--- src/evis_pkg.sv ---
// Package for the environment string injection screen.
// Holds word types, widths, verdict codes and scan phases.
// No dependencies.
package evis_pkg;

  localparam int COUNT_WIDTH = 16;
  localparam int DEPTH_WIDTH = 16;
  localparam int MAX_VARS_WIDTH = 16;
  localparam int INDEX_WIDTH = 16;

  localparam logic [MAX_VARS_WIDTH-1:0] MAX_VARS_RESET = 16'd200;

  localparam logic [7:0] CH_NUL   = 8'h00;
  localparam logic [7:0] CH_SPACE = 8'h20;
  localparam logic [7:0] CH_HIGH  = 8'h80;
  localparam logic [7:0] CH_EQ    = 8'h3D;
  localparam logic [7:0] CH_PLUS  = 8'h2B;
  localparam logic [7:0] CH_Z     = 8'h7A;
  localparam logic [7:0] CH_OPEN  = 8'h28;
  localparam logic [7:0] CH_CLOSE = 8'h29;

  typedef enum logic [2:0] {
    VERDICT_ACCEPT    = 3'd0,
    VERDICT_TOO_MANY  = 3'd1,
    VERDICT_BAD_NAME  = 3'd2,
    VERDICT_EMPTY_PAR = 3'd3,
    VERDICT_UNMATCHED = 3'd4,
    VERDICT_UNCLOSED  = 3'd5
  } verdict_t;

  typedef enum logic [1:0] {
    PH_START = 2'd0,
    PH_NAME  = 2'd1,
    PH_VALUE = 2'd2,
    PH_SKIP  = 2'd3
  } phase_t;

  typedef struct packed {
    logic [7:0] data_byte;
    logic       list_end;
  } in_word_t;

  typedef struct packed {
    logic [2:0]             verdict;
    logic [INDEX_WIDTH-1:0] var_index;
  } out_word_t;

endpackage

--- src/evis_scan.sv ---
// Scan state and per-byte update of the injection screen.
// Depends on evis_pkg; one word processed per step.
module evis_scan import evis_pkg::*; (
  input  logic                      clk,
  input  logic                      rst_n,
  input  logic                      step,
  input  in_word_t                  word,
  input  logic [MAX_VARS_WIDTH-1:0] max_vars,
  output out_word_t                 result
);

  localparam logic [COUNT_WIDTH-1:0] COUNT_MAX = {COUNT_WIDTH{1'b1}};
  localparam logic [DEPTH_WIDTH-1:0] DEPTH_MAX = {DEPTH_WIDTH{1'b1}};

  phase_t                 phase_r, phase_nxt;
  logic [COUNT_WIDTH-1:0] count_r, count_nxt;
  logic [DEPTH_WIDTH-1:0] depth_r, depth_nxt;
  logic                   neg_r, neg_nxt;
  logic                   open_r, open_nxt;
  logic                   empty_r, empty_nxt;
  verdict_t               held_r, held_nxt;
  logic [COUNT_WIDTH-1:0] held_idx_r, held_idx_nxt;

  always_comb begin
    logic [7:0] b;
    verdict_t   fin;
    b            = word.data_byte;
    phase_nxt    = phase_r;
    count_nxt    = count_r;
    depth_nxt    = depth_r;
    neg_nxt      = neg_r;
    open_nxt     = open_r;
    empty_nxt    = empty_r;
    held_nxt     = held_r;
    held_idx_nxt = held_idx_r;
    fin          = VERDICT_ACCEPT;
    result       = '0;

    // value-end judgment on current flags
    if (empty_r) begin
      fin = VERDICT_EMPTY_PAR;
    end else if (neg_r) begin
      fin = VERDICT_UNMATCHED;
    end else if (depth_r != '0) begin
      fin = VERDICT_UNCLOSED;
    end

    if (word.list_end) begin
      if (held_r != VERDICT_ACCEPT) begin
        result.verdict   = held_r;
        result.var_index = INDEX_WIDTH'(held_idx_r);
      end else if (phase_r == PH_VALUE && fin != VERDICT_ACCEPT) begin
        result.verdict   = fin;
        result.var_index = INDEX_WIDTH'(count_r);
      end else begin
        result.verdict   = VERDICT_ACCEPT;
        result.var_index = INDEX_WIDTH'(count_r);
      end
      phase_nxt    = PH_START;
      count_nxt    = '0;
      depth_nxt    = '0;
      neg_nxt      = 1'b0;
      open_nxt     = 1'b0;
      empty_nxt    = 1'b0;
      held_nxt     = VERDICT_ACCEPT;
      held_idx_nxt = '0;
    end else if (held_r == VERDICT_ACCEPT) begin
      if (phase_r == PH_START) begin
        if (count_r != COUNT_MAX) begin
          count_nxt = count_r + 1'b1;
        end
        if (count_nxt > COUNT_WIDTH'(max_vars)) begin
          held_nxt     = VERDICT_TOO_MANY;
          held_idx_nxt = count_nxt;
        end else begin
          depth_nxt = '0;
          neg_nxt   = 1'b0;
          open_nxt  = 1'b0;
          empty_nxt = 1'b0;
          phase_nxt = PH_NAME;
        end
      end
      case (phase_r)
        PH_START, PH_NAME: begin
          if (held_nxt == VERDICT_ACCEPT) begin
            if (b == CH_NUL) begin
              phase_nxt = PH_START;
            end else if (b <= CH_SPACE || b >= CH_HIGH) begin
              phase_nxt = PH_SKIP;
            end else if (b == CH_EQ) begin
              phase_nxt = PH_VALUE;
            end else if (b < CH_PLUS || b > CH_Z) begin
              held_nxt     = VERDICT_BAD_NAME;
              held_idx_nxt = count_nxt;
            end
          end
        end
        PH_VALUE: begin
          if (b == CH_NUL) begin
            if (fin != VERDICT_ACCEPT) begin
              held_nxt     = fin;
              held_idx_nxt = count_r;
            end
            phase_nxt = PH_START;
          end else begin
            if (b == CH_CLOSE && open_r) begin
              empty_nxt = 1'b1;
            end
            if (!neg_r) begin
              if (b == CH_OPEN) begin
                if (depth_r != DEPTH_MAX) begin
                  depth_nxt = depth_r + 1'b1;
                end
              end else if (b == CH_CLOSE) begin
                if (depth_r == '0) begin
                  neg_nxt = 1'b1;
                end else begin
                  depth_nxt = depth_r - 1'b1;
                end
              end
            end
            open_nxt = (b == CH_OPEN);
          end
        end
        default: begin
          if (b == CH_NUL) begin
            phase_nxt = PH_START;
          end
        end
      endcase
    end
  end

  always_ff @(posedge clk) begin
    if (!rst_n) begin
      phase_r    <= PH_START;
      count_r    <= '0;
      depth_r    <= '0;
      neg_r      <= 1'b0;
      open_r     <= 1'b0;
      empty_r    <= 1'b0;
      held_r     <= VERDICT_ACCEPT;
      held_idx_r <= '0;
    end else if (step) begin
      phase_r    <= phase_nxt;
      count_r    <= count_nxt;
      depth_r    <= depth_nxt;
      neg_r      <= neg_nxt;
      open_r     <= open_nxt;
      empty_r    <= empty_nxt;
      held_r     <= held_nxt;
      held_idx_r <= held_idx_nxt;
    end
  end

endmodule

--- src/env_var_injection_screen.sv ---
// Top level of the environment string injection screen.
// Depends on evis_pkg and evis_scan.
//
//   channel  direction  word        handshake
//   in_      input      in_word_t   in_valid / in_stall
//   out_     output     out_word_t  out_valid / out_stall
//   cfg_     input      max_vars    cfg_wr_en / cfg_wr_data
//
// One word per cycle while in_stall is low. A byte is registered, then scanned
// from that register; a list-end word then has its verdict written into the result
// register. in_stall rises only when a list-end word waits on a full, stalled
// result register. Reset is synchronous; max_vars returns to 200.
module env_var_injection_screen import evis_pkg::*; (
  input  logic                      clk,
  input  logic                      rst_n,
  input  logic                      in_valid,
  output logic                      in_stall,
  input  in_word_t                  in_word,
  output logic                      out_valid,
  input  logic                      out_stall,
  output out_word_t                 out_word,
  input  logic                      cfg_wr_en,
  input  logic [MAX_VARS_WIDTH-1:0] cfg_wr_data
);

  in_word_t                  inq_r;
  logic                      inq_v_r;
  out_word_t                 out_r;
  logic                      out_v_r;
  logic [MAX_VARS_WIDTH-1:0] max_vars_r;
  logic                      advance;
  logic                      take;
  out_word_t                 result;

  assign advance  = inq_v_r && (!inq_r.list_end || !out_v_r || !out_stall);
  assign in_stall = inq_v_r && !advance;
  assign take     = in_valid && !in_stall;

  evis_scan u_scan (
    .clk      (clk),
    .rst_n    (rst_n),
    .step     (advance),
    .word     (inq_r),
    .max_vars (max_vars_r),
    .result   (result)
  );

  always_ff @(posedge clk) begin
    if (!rst_n) begin
      max_vars_r <= MAX_VARS_RESET;
    end else if (cfg_wr_en) begin
      max_vars_r <= cfg_wr_data;
    end
  end

  always_ff @(posedge clk) begin
    if (!rst_n) begin
      inq_v_r <= 1'b0;
    end else if (take) begin
      inq_v_r <= 1'b1;
    end else if (advance) begin
      inq_v_r <= 1'b0;
    end
  end

  always_ff @(posedge clk) begin
    if (take) begin
      inq_r <= in_word;
    end
  end

  always_ff @(posedge clk) begin
    if (!rst_n) begin
      out_v_r <= 1'b0;
    end else if (advance && inq_r.list_end) begin
      out_v_r <= 1'b1;
    end else if (!out_stall) begin
      out_v_r <= 1'b0;
    end
  end

  always_ff @(posedge clk) begin
    if (advance && inq_r.list_end) begin
      out_r <= result;
    end
  end

  assign out_valid = out_v_r;
  assign out_word  = out_r;

endmodule
--- config.mk ---
export PLATFORM = sky130hd
export DESIGN_NAME = env_var_injection_screen
export DESIGN_NICKNAME = d
export VERILOG_FILES = /design/src/evis_pkg.sv /design/src/evis_scan.sv /design/src/env_var_injection_screen.sv
export SDC_FILE = /design/constraint.sdc
export NUM_CORES = 1
export LEC_CHECK = 0
export BUFFER_PORTS_ARGS = -buffer_cell sky130_fd_sc_hd__buf_2
export CELL_PAD_IN_SITES_DETAIL_PLACEMENT = 1
export CELL_PAD_IN_SITES_GLOBAL_PLACEMENT = 2
export CORE_MARGIN = 2
export CORE_UTILIZATION = 39
export DETAILED_ROUTE_END_ITERATION = 10
export HOLD_SLACK_MARGIN = 0.1
export PLACE_DENSITY_LB_ADDON = 0.25
export REMOVE_ABC_BUFFERS = 1
export SYNTH_ARGS = -nofsm -noshare
export SYNTH_HDL_FRONTEND = slang
export SYNTH_SLANG_ARGS = --single-unit
--- constraint.sdc ---
create_clock -name clk -period 7.41 [get_ports clk]
set_input_delay 0.3705 -clock clk [delete_from_list [all_inputs] [get_ports clk]]
set_output_delay 0.3705 -clock clk [all_outputs]
set_load 0.01 [all_outputs]
==> impl_results.md <==
* Outcome: completed
* Number of max-cap violations at 0
* Clock sink count at 102
* Post-Syn Area at 0.006246 mm2
* CTS tree: yes
* Max VDD drop at 0.1139 mV
* Syn Area/Cell at 7.987 um2
* P&R area growth vs syn at 9.836%
* Starting Density at 39.61%
* Initial antenna violation count at 0
* Die Ht at 130.6 um
* EDFF count, synth at 28
* First-pass GRT wire length at 32630 um
* Synth cell types at 85
* FF+latch area at 0.002322 mm2
* CP max stage cell: or2_1
* Period utilization at 71.98%
* Crit path kind: flip-flop to flip-flop
* Postcts setup bufs at 0
* GRT Residual Overflow at 0
* Slew headroom at 22.08%
* Routed via count at 6071
* CP Max Fanout at 25
* DR DRC count at 0
* Worst-case clock buffer depth at 2
* Post-synth top area cell: dfxtp_1
* Synth Area in Adders at 3.806%
* Worst-skew pair later-pin latency at 0.37 ns
* ANT cells at 0
* Post-layout util at 43.50%
* Min Tclk post-route at 5.334 ns
* Fin. max-slew vios at 0
* Layout Nets at 844
* Final Hold Fails at 0
* Post-route ant nets at 0
* Worst Setup Slack, final at 2.076 ns
* Largest family of logic cells by synthesized area: simple AND/OR/NAND/NOR gates
* Drt total wl at 20630 um
* Vias in the first global route at 6139
* Endpoint type of the worst setup path: flip-flop
* Clock Skews at 0.01214 ns
* DP Worst Slack at 2.208 ns
* Leakage Power at 2.670 nW
* # setup viols final at 0
* DRT Pass-1 Iters at 5
* Post-synthesis compound-gate area fraction at 23.94%
* Main area contributors after synthesis: dfxtp_1, edfxtp_1, nand2_1
* Avg Vias per Cell at 5.975
* CP startpoint kind: flip-flop
* Cell area power density at 169.1 mW/mm2
* Simple-gate share of the synthesized area at 25.28%
* Hold_buf cts at 0
* I/O pin cnt at 51
* Clock slew at reported path FFs at 0.07 ns
* Worst Tran Pin Value at 1.164 ns
* Achievable Freq at 187.5 MHz
* WL per Instance at 20.31 um
* Multi-input gate area at 0.003581 mm2
* Largest net degree at the start of global routing at 44
* GPL Wtd Cong at 0.8994
* Post-synth top area share at 23.72%
* Synth Flop Type: dfxtp_1
* Total CTS buffers at 9
* Yosys reg bits at 102
* Slowest Stage Delay on Critical Path at 0.81 ns
* Crit-path cells: ha_1, nand3_1, nor3_2, a21oi_1, and4_1, xnor2_1, inv_1, ha_1, a41o_1, a21oi_1, or3_1, and3_1, or2_1, o21ai_0, a211oi_1, a21o_1
* Critical Path AT at 5.65 ns
* Register area share after synthesis at 37.18%
* Mux cell area share after synthesis at 2.404%
* Worst EP required at 7.72 ns
* Number of standard cells after synthesis at 782
* CTS root buffer: clkbuf_16
* CTS H-tree depth at 3
* Core area at 0.01577 mm2
* Layout cells sized above 1 at 12.00%
* WP buf/inv at 1
* Die area at 0.01704 mm2
* All-Layer GR Usage at 25.02%
* Estimated wirelength of the detail-placed design at 14950 um
* Unrepaired setup endpoints after global routing: no
* Crit-path leading delay family: simple AND/OR/NAND/NOR gates
* Fillers at 1971
* Yosys Warn Count at 0
* Worst Hold Class: input port to flip-flop
* FP Rows at 46
* Post-CTS Resized at 0
* XOR/XNOR Fraction of Synth Area at 1.823%
* Synth async-reset ratio at 0%
* IO Port Bufs at 50
* Initial DRC Count at 355
* Setup_tns at 0 ns
* Die Span X at 130.6 um
* Tot Pwr at 1.160 mW
-- metrics by stage --
stage	hold WS, ns	cells	instance area [um2]
after global routing	0.1735	1016	6860
after floorplan	0.4263	729	6022
after detailed placement	0.4541	1000	6585
final	0.1712	1016	6860
after CTS	0.1622	1016	6860
after global placement	0.4375	1000	6585
-- cells in the mapped netlist, drive strengths merged, types with 4 or more instances --
cell     instances
nand4           13
and2             8
o21a             7
or4              4
ha              19
a21oi           63
a21o             8
nand3           41
nor3            20
mux2i           15
nor3b            5
nor4             9
o211ai           8
and3             9
dfxtp           74
clkbuf          41
xnor2           12
nor2            93
a22oi           16
a31oi           14
o221ai           5
o2bb2ai          7
o211a            4
inv             32
nor2b            7
or3              7
o31ai            5
nand2           95
edfxtp          28
buf             12
o21ai           48
-- routing by layer --
| layer | track usage [%] | vias to the layer above | routed length (um) |
|---|---|---|---|
| met4 | 12.39 | 0 | 640 |
| met5 | 0 | - | 0 |
| met1 | 29.54 | 3026 | 8897 |
| met3 | 2.891 | 44 | 527 |
| met2 | 44.98 | 135 | 10570 |
| li1 | - | 2866 | - |
-- registers in the layout (all words and copies together) (netlist names), 2 cells and up --
name / flops
u_scan.phase_r: 2
u_scan.held_idx_r: 16
out_word: 19
u_scan.count_r: 16
inq_r: 9
u_scan.held_r: 3
u_scan.depth_r: 16
max_vars_r: 16
-- report_power, final --
| group | switching (mW) | total [mW] | internal [mW] |
|---|---|---|---|
| clock | 0.234 | 0.465 | 0.231 |
| combinational | 0.0674 | 0.100 | 0.0328 |
| sequential | 0.0105 | 0.595 | 0.584 |
| total | 0.312 | 1.16 | 0.848 |
-- cells in the final DEF (no fill, tap or decap), drive strengths merged, types with 7 or more instances in the layout --
cell and n:
a21oi 63, inv 34, and2 8, o2bb2ai 7
mux2i 15, a31oi 14, o211ai 8, nor3 20
a22oi 16, nor2b 7, edfxtp 28, o21ai 48
or3 7, and3 9, xnor2 12, nand4 13
clkbuf 10, nor4 9, nor2 93, a21o 8
nand2 95, o21a 7, buf 55, ha 19
dfxtp 74, nand3 41
-- path summary, 6_finish.rpt --
| path | from | end | slack [ns] | cells past startpoint |
|---|---|---|---|---|
| setup reg to reg | u_scan.count_r[0] | u_scan.held_idx_r[12] | 2.08 | 16 |
| setup / recovery | u_scan.count_r[0] | u_scan.held_idx_r[12] | 2.08 | 16 |
| hold / removal | in_word[3] | inq_r[3] | 0.17 | 1 |
| hold reg to reg | u_scan.held_idx_r[12] | u_scan.held_idx_r[12] | 0.47 | 1 |
-- logic make-up (layout without fill, tap and decap cells) --
kind of cell,Yosys count,count (layout)
AND/OR/NAND/NOR,326,326
XOR/XNOR,13,13
multiplexers,15,15
adder cells (fa/ha/maj),19,19
buffers and inverters,86,104
AO/OA/AOI/OAI,221,221
flip-flops,102,102
-- cell type report --
cell class	count	share of cell area, %
multi-input combinational	594	52.20
sequential	102	33.85
clock inverter	6	0.6748
tap	216	3.939
clock buffer	10	3.338
inverter	33	1.806
timing repair buffer	55	4.195
Power figures use the tool's default switching activity.
